File: src/sv/pil_pkg.sv
// ----------------------------------------------------------------------------
// pil_pkg
// shared types, widths and codes of the positional insert list unit
// ----------------------------------------------------------------------------
package pil_pkg;

  localparam int CAPACITY = 32;

  localparam int OP_W  = 2;
  localparam int VAL_W = 32;
  localparam int POS_W = 7;
  localparam int ST_W  = 2;

  localparam int IDX_W = $clog2(CAPACITY);
  localparam int CNT_W = $clog2(CAPACITY + 1);
  localparam int CMP_W = POS_W + 1;

  localparam logic [OP_W-1:0] OP_HEAD = 2'd0;
  localparam logic [OP_W-1:0] OP_POS  = 2'd1;
  localparam logic [OP_W-1:0] OP_TAIL = 2'd2;
  localparam logic [OP_W-1:0] OP_READ = 2'd3;

  localparam logic [ST_W-1:0] ST_OK    = 2'd0;
  localparam logic [ST_W-1:0] ST_FULL  = 2'd1;
  localparam logic [ST_W-1:0] ST_RANGE = 2'd2;
  localparam logic [ST_W-1:0] ST_EMPTY = 2'd3;

  localparam logic [1:0] FIFO_FULL = 2'd2;

  typedef struct packed {
    logic signed [VAL_W-1:0] element;
    logic [ST_W-1:0]         status;
    logic                    last;
  } pil_res_t;

  typedef struct packed {
    logic [1:0] cnt;
    logic       pop;
  } pil_fifo_st_t;

endpackage

File: src/sv/pil_if.sv
// ----------------------------------------------------------------------------
// pil_in_if / pil_out_if
// valid/ready channels for commands and results
// ----------------------------------------------------------------------------
interface pil_in_if;
  logic                             valid;
  logic                             ready;
  logic [pil_pkg::OP_W-1:0]         opcode;
  logic signed [pil_pkg::VAL_W-1:0] value;
  logic [pil_pkg::POS_W-1:0]        position;

  modport source (output valid, output opcode, output value, output position, input ready);
  modport sink   (input valid, input opcode, input value, input position, output ready);
endinterface

interface pil_out_if;
  logic                             valid;
  logic                             ready;
  logic signed [pil_pkg::VAL_W-1:0] element;
  logic [pil_pkg::ST_W-1:0]         status;
  logic                             last;

  modport source (output valid, output element, output status, output last, input ready);
  modport sink   (input valid, input element, input status, input last, output ready);
endinterface

File: src/sv/positional_insert_list_unit.sv
// ----------------------------------------------------------------------------
// positional_insert_list_unit
// ordered list of signed 32-bit values with head, position and tail insert
// ----------------------------------------------------------------------------
// Commands enter on in_i (opcode, value, position) and results leave on out_o
// (element, status, last), both valid/ready; a transfer happens when both are
// high. Every insert gives one status result; a readout gives one result per
// element with last on the final one, or one empty-status result.
// The list lives in a single simple dual port RAM (one write, one registered
// read per cycle). An insert at slot idx moves count-idx entries one place
// toward the tail at one entry per cycle, then writes the new value and posts
// its status; an insert at the tail moves no entries, and a refused command
// posts its status without touching the list.
// A readout streams one element per cycle through the RAM read port while
// the output queue has room.
// One command is processed at a time; the next command is taken once the
// previous one has posted all its results to the two-entry output queue.
// When out_o stalls, the queue fills and the sequencer waits; nothing is lost.
// Reset empties the list and the queue; RAM contents are not cleared.
// ----------------------------------------------------------------------------
module positional_insert_list_unit (
  input  logic          clk_i,
  input  logic          rst_ni,
  pil_in_if.sink        in_i,
  pil_out_if.source     out_o
);
  import pil_pkg::*;

  logic             ram_we;
  logic [IDX_W-1:0] ram_waddr;
  logic [VAL_W-1:0] ram_wdata;
  logic [IDX_W-1:0] ram_raddr;
  logic [VAL_W-1:0] ram_rdata;
  pil_fifo_st_t     fst;
  logic             push;
  pil_res_t         push_res;
  pil_res_t         out_res;

  pil_ctrl u_ctrl (
    .clk_i         (clk_i),
    .rst_ni        (rst_ni),
    .in_valid_i    (in_i.valid),
    .in_ready_o    (in_i.ready),
    .in_opcode_i   (in_i.opcode),
    .in_value_i    (in_i.value),
    .in_position_i (in_i.position),
    .ram_we_o      (ram_we),
    .ram_waddr_o   (ram_waddr),
    .ram_wdata_o   (ram_wdata),
    .ram_raddr_o   (ram_raddr),
    .ram_rdata_i   (ram_rdata),
    .fst_i         (fst),
    .push_o        (push),
    .res_o         (push_res)
  );

  pil_ram #(
    .DEPTH (CAPACITY),
    .WIDTH (VAL_W)
  ) u_ram (
    .clk_i   (clk_i),
    .we_i    (ram_we),
    .waddr_i (ram_waddr),
    .wdata_i (ram_wdata),
    .raddr_i (ram_raddr),
    .rdata_o (ram_rdata)
  );

  pil_ofifo u_ofifo (
    .clk_i   (clk_i),
    .rst_ni  (rst_ni),
    .push_i  (push),
    .res_i   (push_res),
    .valid_o (out_o.valid),
    .ready_i (out_o.ready),
    .res_o   (out_res),
    .st_o    (fst)
  );

  assign out_o.element = out_res.element;
  assign out_o.status  = out_res.status;
  assign out_o.last    = out_res.last;

endmodule

File: src/sv/pil_ram.sv
// ----------------------------------------------------------------------------
// pil_ram
// simple dual port ram, one write and one registered read per cycle
// ----------------------------------------------------------------------------
module pil_ram #(
  parameter int DEPTH = 32,
  parameter int WIDTH = 32
) (
  input  logic                     clk_i,
  input  logic                     we_i,
  input  logic [$clog2(DEPTH)-1:0] waddr_i,
  input  logic [WIDTH-1:0]         wdata_i,
  input  logic [$clog2(DEPTH)-1:0] raddr_i,
  output logic [WIDTH-1:0]         rdata_o
);

  logic [WIDTH-1:0] mem [DEPTH];

  always_ff @(posedge clk_i) begin
    if (we_i) begin
      mem[waddr_i] <= wdata_i;
    end
  end

  always_ff @(posedge clk_i) begin
    rdata_o <= mem[raddr_i];
  end

endmodule

File: src/sv/pil_ofifo.sv
// ----------------------------------------------------------------------------
// pil_ofifo
// two-entry result queue between the sequencer and the result channel
// ----------------------------------------------------------------------------
module pil_ofifo (
  input  logic                  clk_i,
  input  logic                  rst_ni,
  input  logic                  push_i,
  input  pil_pkg::pil_res_t     res_i,
  output logic                  valid_o,
  input  logic                  ready_i,
  output pil_pkg::pil_res_t     res_o,
  output pil_pkg::pil_fifo_st_t st_o
);
  import pil_pkg::*;

  pil_res_t   slot_q [2];
  logic       wr_ptr_q, wr_ptr_d;
  logic       rd_ptr_q, rd_ptr_d;
  logic [1:0] cnt_q, cnt_d;
  logic       pop;

  assign valid_o = (cnt_q != 2'd0);
  assign pop     = valid_o & ready_i;
  assign res_o   = slot_q[rd_ptr_q];
  assign st_o    = '{cnt: cnt_q, pop: pop};

  always_comb begin
    wr_ptr_d = push_i ? ~wr_ptr_q : wr_ptr_q;
    rd_ptr_d = pop ? ~rd_ptr_q : rd_ptr_q;
    cnt_d    = cnt_q + {1'b0, push_i} - {1'b0, pop};
  end

  always_ff @(posedge clk_i or negedge rst_ni) begin
    if (!rst_ni) begin
      wr_ptr_q <= 1'b0;
      rd_ptr_q <= 1'b0;
      cnt_q    <= 2'd0;
    end else begin
      wr_ptr_q <= wr_ptr_d;
      rd_ptr_q <= rd_ptr_d;
      cnt_q    <= cnt_d;
    end
  end

  always_ff @(posedge clk_i) begin
    if (push_i) begin
      slot_q[wr_ptr_q] <= res_i;
    end
  end

endmodule

File: src/sv/pil_ctrl.sv
// ----------------------------------------------------------------------------
// pil_ctrl
// command sequencer: shifts entries in memory, inserts, reads out the list
// ----------------------------------------------------------------------------
module pil_ctrl (
  input  logic                             clk_i,
  input  logic                             rst_ni,
  input  logic                             in_valid_i,
  output logic                             in_ready_o,
  input  logic [pil_pkg::OP_W-1:0]         in_opcode_i,
  input  logic signed [pil_pkg::VAL_W-1:0] in_value_i,
  input  logic [pil_pkg::POS_W-1:0]        in_position_i,
  output logic                             ram_we_o,
  output logic [pil_pkg::IDX_W-1:0]        ram_waddr_o,
  output logic [pil_pkg::VAL_W-1:0]        ram_wdata_o,
  output logic [pil_pkg::IDX_W-1:0]        ram_raddr_o,
  input  logic [pil_pkg::VAL_W-1:0]        ram_rdata_i,
  input  pil_pkg::pil_fifo_st_t            fst_i,
  output logic                             push_o,
  output pil_pkg::pil_res_t                res_o
);
  import pil_pkg::*;

  localparam logic [2:0] S_IDLE  = 3'd0;
  localparam logic [2:0] S_SHIFT = 3'd1;
  localparam logic [2:0] S_DRAIN = 3'd2;
  localparam logic [2:0] S_PUT   = 3'd3;
  localparam logic [2:0] S_STAT  = 3'd4;
  localparam logic [2:0] S_READ  = 3'd5;

  logic [2:0]       state_q, state_d;
  logic [CNT_W-1:0] count_q, count_d;
  logic [IDX_W-1:0] ptr_q, ptr_d;
  logic [IDX_W-1:0] idx_q, idx_d;
  logic [VAL_W-1:0] val_q, val_d;
  logic [ST_W-1:0]  stat_q, stat_d;
  logic             wr_pend_q, wr_pend_d;
  logic [IDX_W-1:0] wr_addr_q, wr_addr_d;
  logic             rd_out_q, rd_out_d;
  logic             rd_last_q, rd_last_d;

  logic             accept;
  logic             list_full;
  logic             pos_bad;
  logic [CMP_W-1:0] cnt_ext;
  logic [CMP_W-1:0] pos_ext;
  logic [POS_W-1:0] pos_m1;
  logic [IDX_W-1:0] idx_new;
  logic [IDX_W-1:0] tail_idx;
  logic [IDX_W-1:0] shift_raddr;
  logic [2:0]       occ;
  logic             credit_ok;
  logic             fifo_full;
  logic             read_last;

  assign in_ready_o = (state_q == S_IDLE);
  assign accept     = in_valid_i & in_ready_o;

  assign list_full = (count_q == CNT_W'(CAPACITY));
  assign cnt_ext   = CMP_W'(count_q);
  assign pos_ext   = CMP_W'(in_position_i);
  assign pos_bad   = (in_position_i == '0) || (pos_ext > cnt_ext + CMP_W'(1));
  assign pos_m1    = in_position_i - POS_W'(1);
  assign tail_idx  = count_q[IDX_W-1:0];

  always_comb begin
    case (in_opcode_i)
      OP_HEAD: idx_new = '0;
      OP_POS:  idx_new = pos_m1[IDX_W-1:0];
      default: idx_new = tail_idx;
    endcase
  end

  assign shift_raddr = ptr_q - IDX_W'(1);
  assign occ         = 3'(fst_i.cnt) + 3'(rd_out_q) - 3'(fst_i.pop);
  assign credit_ok   = (occ < 3'd2);
  assign fifo_full   = (fst_i.cnt == FIFO_FULL);
  assign read_last   = ((CNT_W'(ptr_q) + CNT_W'(1)) == count_q);

  always_comb begin
    state_d   = state_q;
    count_d   = count_q;
    ptr_d     = ptr_q;
    idx_d     = idx_q;
    val_d     = val_q;
    stat_d    = stat_q;
    wr_pend_d = 1'b0;
    wr_addr_d = wr_addr_q;
    rd_out_d  = 1'b0;
    rd_last_d = rd_last_q;

    ram_we_o    = wr_pend_q;
    ram_waddr_o = wr_addr_q;
    ram_wdata_o = ram_rdata_i;
    ram_raddr_o = ptr_q;

    push_o = 1'b0;
    res_o  = '0;

    // read data landing from the readout loop
    if (rd_out_q) begin
      push_o         = 1'b1;
      res_o.element  = ram_rdata_i;
      res_o.status   = ST_OK;
      res_o.last     = rd_last_q;
    end

    case (state_q)
      S_IDLE: begin
        if (accept) begin
          val_d = in_value_i;
          if (in_opcode_i == OP_READ) begin
            if (count_q == '0) begin
              stat_d  = ST_EMPTY;
              state_d = S_STAT;
            end else begin
              ptr_d   = '0;
              state_d = S_READ;
            end
          end else if (list_full) begin
            stat_d  = ST_FULL;
            state_d = S_STAT;
          end else if ((in_opcode_i == OP_POS) && pos_bad) begin
            stat_d  = ST_RANGE;
            state_d = S_STAT;
          end else begin
            idx_d  = idx_new;
            stat_d = ST_OK;
            if (idx_new == tail_idx) begin
              state_d = S_PUT;
            end else begin
              ptr_d   = tail_idx;
              state_d = S_SHIFT;
            end
          end
        end
      end
      S_SHIFT: begin
        // read slot ptr-1 now, write it to slot ptr next cycle
        ram_raddr_o = shift_raddr;
        wr_pend_d   = 1'b1;
        wr_addr_d   = ptr_q;
        ptr_d       = shift_raddr;
        if (shift_raddr == idx_q) begin
          state_d = S_DRAIN;
        end
      end
      S_DRAIN: begin
        state_d = S_PUT;
      end
      S_PUT: begin
        ram_we_o    = 1'b1;
        ram_waddr_o = idx_q;
        ram_wdata_o = val_q;
        count_d     = count_q + CNT_W'(1);
        state_d     = S_STAT;
      end
      S_STAT: begin
        if (!fifo_full) begin
          push_o       = 1'b1;
          res_o.status = stat_q;
          res_o.last   = 1'b1;
          state_d      = S_IDLE;
        end
      end
      S_READ: begin
        if (credit_ok) begin
          rd_out_d  = 1'b1;
          rd_last_d = read_last;
          ptr_d     = ptr_q + IDX_W'(1);
          if (read_last) begin
            state_d = S_IDLE;
          end
        end
      end
      default: begin
        state_d = S_IDLE;
      end
    endcase
  end

  always_ff @(posedge clk_i or negedge rst_ni) begin
    if (!rst_ni) begin
      state_q   <= S_IDLE;
      count_q   <= '0;
      wr_pend_q <= 1'b0;
      rd_out_q  <= 1'b0;
    end else begin
      state_q   <= state_d;
      count_q   <= count_d;
      wr_pend_q <= wr_pend_d;
      rd_out_q  <= rd_out_d;
    end
  end

  always_ff @(posedge clk_i) begin
    ptr_q     <= ptr_d;
    idx_q     <= idx_d;
    val_q     <= val_d;
    stat_q    <= stat_d;
    wr_addr_q <= wr_addr_d;
    rd_last_q <= rd_last_d;
  end

`ifndef ASSERT_OFF
  a_count_bound: assert property (@(posedge clk_i) disable iff (!rst_ni)
    count_q <= CNT_W'(CAPACITY))
    else $error("element count above capacity");

  a_no_overflow: assert property (@(posedge clk_i) disable iff (!rst_ni)
    push_o |-> (!fifo_full || fst_i.pop))
    else $error("result pushed into full queue");

  a_put_counts: assert property (@(posedge clk_i) disable iff (!rst_ni)
    (state_q == S_PUT) |=> (count_q == $past(count_q) + CNT_W'(1)))
    else $error("insert did not grow the list");

  a_drain_write: assert property (@(posedge clk_i) disable iff (!rst_ni)
    (state_q == S_DRAIN) |-> (wr_pend_q && ram_we_o))
    else $error("shift drain without pending write");
`endif

endmodule
File: src/flat_wrapper.sv
// flat-port wrapper written by rule: the top's interface ports become plain ports
module positional_insert_list_unit_flat import pil_pkg::*;
  (clk_i, rst_ni, in_i_valid, in_i_opcode, in_i_value, in_i_position, in_i_ready, out_o_valid, out_o_element, out_o_status, out_o_last, out_o_ready);
  pil_in_if in_i_i ();
  pil_out_if out_o_i ();
  input  logic clk_i;
  input  logic rst_ni;
  input wire logic [$bits(in_i_i.valid)-1:0] in_i_valid;
  input wire logic [$bits(in_i_i.opcode)-1:0] in_i_opcode;
  input wire logic [$bits(in_i_i.value)-1:0] in_i_value;
  input wire logic [$bits(in_i_i.position)-1:0] in_i_position;
  output wire logic [$bits(in_i_i.ready)-1:0] in_i_ready;
  output wire logic [$bits(out_o_i.valid)-1:0] out_o_valid;
  output wire logic [$bits(out_o_i.element)-1:0] out_o_element;
  output wire logic [$bits(out_o_i.status)-1:0] out_o_status;
  output wire logic [$bits(out_o_i.last)-1:0] out_o_last;
  input wire logic [$bits(out_o_i.ready)-1:0] out_o_ready;
  assign in_i_i.valid = in_i_valid;
  assign in_i_i.opcode = in_i_opcode;
  assign in_i_i.value = in_i_value;
  assign in_i_i.position = in_i_position;
  assign in_i_ready = in_i_i.ready;
  assign out_o_valid = out_o_i.valid;
  assign out_o_element = out_o_i.element;
  assign out_o_status = out_o_i.status;
  assign out_o_last = out_o_i.last;
  assign out_o_i.ready = out_o_ready;
  positional_insert_list_unit u_core (.clk_i(clk_i), .rst_ni(rst_ni), .in_i(in_i_i), .out_o(out_o_i));
endmodule
File: config.mk
export PLATFORM = sky130hd
export DESIGN_NAME = positional_insert_list_unit_flat
export DESIGN_NICKNAME = d
export VERILOG_FILES = /design/src/sv/pil_pkg.sv /design/src/sv/pil_if.sv /design/src/sv/positional_insert_list_unit.sv /design/src/sv/pil_ram.sv /design/src/sv/pil_ofifo.sv /design/src/sv/pil_ctrl.sv /design/src/flat_wrapper.sv
export SDC_FILE = /design/constraint.sdc
export NUM_CORES = 2
export LEC_CHECK = 0
export BUFFER_PORTS_ARGS = -buffer_cell sky130_fd_sc_hd__buf_2
export CORE_MARGIN = 3
export CORE_UTILIZATION = 56
export CTS_BUF_LIST = sky130_fd_sc_hd__clkbuf_4 sky130_fd_sc_hd__clkbuf_8 sky130_fd_sc_hd__clkbuf_16
export CTS_CLUSTER_DIAMETER = 80
export DETAILED_ROUTE_END_ITERATION = 10
export GPL_TIMING_DRIVEN = 0
export MAX_ROUTING_LAYER = met4
export PLACE_DENSITY_LB_ADDON = 0.1
export RECOVER_POWER = 100
export SLEW_MARGIN = 20
export SYNTH_ARGS = -nofsm -noshare
export SYNTH_HDL_FRONTEND = slang
export SYNTH_SLANG_ARGS = --single-unit
File: constraint.sdc
create_clock -name clk_i -period 3.5 [get_ports clk_i]
set_clock_uncertainty 0.15 [all_clocks]
set_input_delay 0.7 -clock clk_i [delete_from_list [all_inputs] [get_ports clk_i]]
set_output_delay 0.7 -clock clk_i [all_outputs]
set_load 0.01 [all_outputs]
==> results summary <==
Relative to the synthesized area, the layout overhead comes to 16.8%. The final-report hold violation count was 0. The buffer type at the clock tree root is sky130_fd_sc_hd__clkbuf_16.

The peak clock frequency supported by timing is 281 MHz. The number of detailed-route iterations in the first pass is 5. The post-route fraction of the period consumed by the critical path came out at 1.02. The number of enable-type register cells in the synthesized netlist is 1,144.

The cell count after synthesis came out at 2,788. The number of nets in the synthesized netlist is 2,850. The library cell used most frequently in the layout, excluding fill and tap cells, is sky130_fd_sc_hd__edfxtp_1. The synthesized flop and latch total is 1,191. The total congestion overflow is 0. Detailed placement ended at an HPWL of 80,800 microns. Buffers placed on the I/O ports in this run total 81. The tightest min-delay check is of the input port to flip-flop type.

In this run the tightest slew margin relative to its limit is 0.237. The post-route minimum period is 3.56 ns. The die outline area is 88,800 sq um.

The total global-route track usage came out at 0.271. The number of vias per cell is 6.03. The mean cell area of the mapped netlist came out at 17.1 sq um.

For this run, the leading register cell type out of synthesis is sky130_fd_sc_hd__edfxtp_1. The data arrival at the endpoint of the critical path is 3.77 ns. The number of levels the H-tree was split into is 3. The routed design has 118,000 microns of wire. The largest fanout on the critical path is 16. The overall die height came out at 298 microns.

The worst setup path is of the flip-flop to flip-flop kind. The maximum number of pins on one net before global-route repair came out at 33. The number of routed nets with antenna violations came out at 0. The max-capacitance violation count came out at 0.

The run finished, with violations left. The vias after detailed routing came out at 25,997. The final reports fail on negative setup slack. The met2 track demand over resource came out at 0.423. The site row count came out at 106. The number of warnings printed during yosys synthesis is 0. The number of different library cells in the post-synthesis netlist is 67.

The clock passes through at most 3 buffers. The number of pins with negative max-slew slack in the final report is 0. The library cells used most frequently in the layout, excluding fill and tap cells, are sky130_fd_sc_hd__edfxtp_1, sky130_fd_sc_hd__mux2i_1, sky130_fd_sc_hd__nand2_1. The sum of negative setup slack came out at -2.60 ns. The number of remaining DRC errors came out at 0. The met1 global-route usage came out at 0.353.

Counting the fill cells in the layout gives 5,767. The clock reaches the later pin of the worst-skew pair after 0.69 ns. TritonCTS built the clock tree.

The violation count after the first detailed-route iteration came out at 2,370. The horizontal die dimension is 298 microns. STA classifies the critical path endpoint as a flip-flop. The final worst-path setup slack came out at -0.0620 ns.

In the global route stage, met3 resource usage came out at 0.0711. CTS saw 1,191 sinks. The number of antenna violations at the first check in global routing came to 2. The most used routing layer in global routing is met2. The number of nets in the final layout came out at 3,140.

The synthesized netlist occupies a cell area of 47,700 sq um. The area inside the core boundary is 84,100 sq um. Setup repair after global routing could not meet its margin everywhere. The final weighted congestion of routability-driven global placement came out at 0.899. The post-CTS clock slew at the launch and capture registers of the worst setup and hold paths is 0.06 ns.

The global-route wire length before repair is 170,000 microns. The count of pins on the block boundary is 82. The starting density of the core came out at 0.568. Of the synthesized area, sequential elements account for 0.741.

The required time at the worst-slack endpoint is 3.70 ns. The clock buffer count from CTS came out at 118. The number of global-route vias before repair came out at 26,084. At the pin with the least slew margin, the transition time is 1.14 ns. The number of setup violations in the final report came out at 72. The share of post-route cells with drive strength above 1 came out at 0.237. The average routed wire per standard cell came out at 27.4 microns. The proportion of synthesized flip-flops having asynchronous set or reset came out at 0.0126. The kind of start point of the critical path is a flip-flop.
==> layer usage <==
layer | wire [microns] | vias up | share of wire
met4 | 3120 | 0 | 0.026
met1 | 47400 | 13235 | 0.40
met2 | 56600 | 1125 | 0.48
met3 | 11100 | 211 | 0.093
li1 | - | 11426 | -
met5 | 0 | - | 0
==> final timing paths <==
kind	end	cells after the start	startpoint	slack (ns)
min in group asynchronous	u_core.u_ctrl.wr_pend_q	2	rst_ni	0.53
max in group asynchronous	u_core.u_ctrl.count_q[2]	2	rst_ni	2.02
hold / removal	u_core.u_ctrl.val_q[18]	1	in_i_value[18]	0.04
hold reg to reg	u_core.u_ctrl.wr_addr_q[4]	0	u_core.u_ctrl.ptr_q[4]	0.32
setup / recovery	u_core.u_ram.mem[10][22]	7	u_core.u_ctrl.state_q[0]	-0.06
setup reg to reg	u_core.u_ram.mem[10][22]	7	u_core.u_ctrl.state_q[0]	-0.06
==> through the flow <==
stage	std cells	area, sq um	utilization	hold slack [ns]	setup slack [ns]
floorplan	2788	47700	-	0.254	-0.0136
global placement	4003	49500	0.589	0.314	-2.29
detailed placement	4045	50800	0.604	0.306	-1.41
CTS	4271	55600	0.661	0.000396	-0.0993
global route	4312	55700	0.663	0.0156	-0.115
finish	4312	55700	0.663	0.0354	-0.0620
==> cell families (layout without fill, tap and decap cells) <==
group           after synthesis  count (layout)  share of synthesized area
simple gates                534             534                     0.0524
other cells                   0               1                          0
mux                         616             616                      0.142
compound gates              212             212                     0.0345
buf+inv                     176             565                     0.0174
fa+ha+maj                    17              17                    0.00461
xor+xnor                     42              42                    0.00831
flops                      1191            1191                      0.741
==> worst max-delay path, cell delays in order, from the launching register on <==
cell                       delay (ns)
sky130_fd_sc_hd__dfrtp_1         0.40
sky130_fd_sc_hd__clkbuf_1        0.38
sky130_fd_sc_hd__and3_1          0.30
sky130_fd_sc_hd__clkbuf_2        0.29
sky130_fd_sc_hd__mux2i_2         0.51
sky130_fd_sc_hd__nand2_1         0.32
sky130_fd_sc_hd__nor2_1          0.43
sky130_fd_sc_hd__clkbuf_4        0.42
==> state kept, by name (all words and copies together) (netlist names) <==
register,flops
u_core.u_ctrl.count_q,6
u_core.u_ctrl.rd_last_q,1
u_core.u_ctrl.idx_q,5
u_core.u_ctrl.val_q,32
u_core.u_ctrl.state_q,3
u_core.u_ofifo.rd_ptr_q,1
u_core.u_ram.mem,1024
u_core.u_ofifo.cnt_q,2
u_core.u_ofifo.slot_q,70
u_core.u_ctrl.wr_addr_q,5
u_core.u_ctrl.ptr_q,5
u_core.u_ofifo.wr_ptr_q,1
u_core.u_ctrl.stat_q,2
u_core.u_ram.rdata_o,32
u_core.u_ctrl.rd_out_q,1
u_core.u_ctrl.wr_pend_q,1
==> cell usage after synthesis (all sizes together), types with 3 or more instances <==
cell type	n	area share
edfxtp	1144	0.72
mux2i	454	0.095
nand2	296	0.023
mux2	129	0.030
buf	86	0.010
clkbuf	71	0.0056
and2	70	0.0092
o22ai	65	0.0085
nor2	45	0.0035
and3	36	0.0047
nor4	34	0.0045
mux4	33	0.016
a32o	32	0.0067
dfxtp	32	0.013
a211oi	31	0.0049
o311a	31	0.0065
xnor2	25	0.0047
inv	19	0.0015
ha	16	0.0042
xor2	16	0.0031
dfrtp	15	0.0079
nand3	11	0.0012
o21ai	10	0.0010
a21oi	9	0.00094
nand3b	7	0.0011
nor3	7	0.00073
a22o	6	0.0011
nor2b	6	0.00079
a31oi	5	0.00066
nand2b	5	0.00066
a21o	4	0.00063
nor4b	3	0.00055
or2	3	0.00039
==> layout make-up <==
cell class | instances | area, sq um | area share
multi-input combinational | 1421 | 12400 | 0.223
clock buffer | 159 | 3360 | 0.0603
sequential | 1191 | 35400 | 0.635
buffer | 154 | 1150 | 0.0206
antenna | 1 | 2.50 | 0.0000449
inverter | 19 | 76.3 | 0.00137
clock inverter | 60 | 488 | 0.00876
timing repair buffer | 173 | 1440 | 0.0259
tap | 1134 | 1420 | 0.0255
==> repair_timing <==
action / in CTS / in global routing
pin swaps: 4 / 23
hold endpoints to repair: 18 / 0
hold buffers: 4 / 0
gates resized for setup: 245 / 93
setup buffers: 4 / 42
gates cloned: 0 / 0
setup endpoints to repair: 1508 / 887
Power is not shown: default switching activity piles up to over one toggle a cycle in this logic, so the estimate is an artifact.
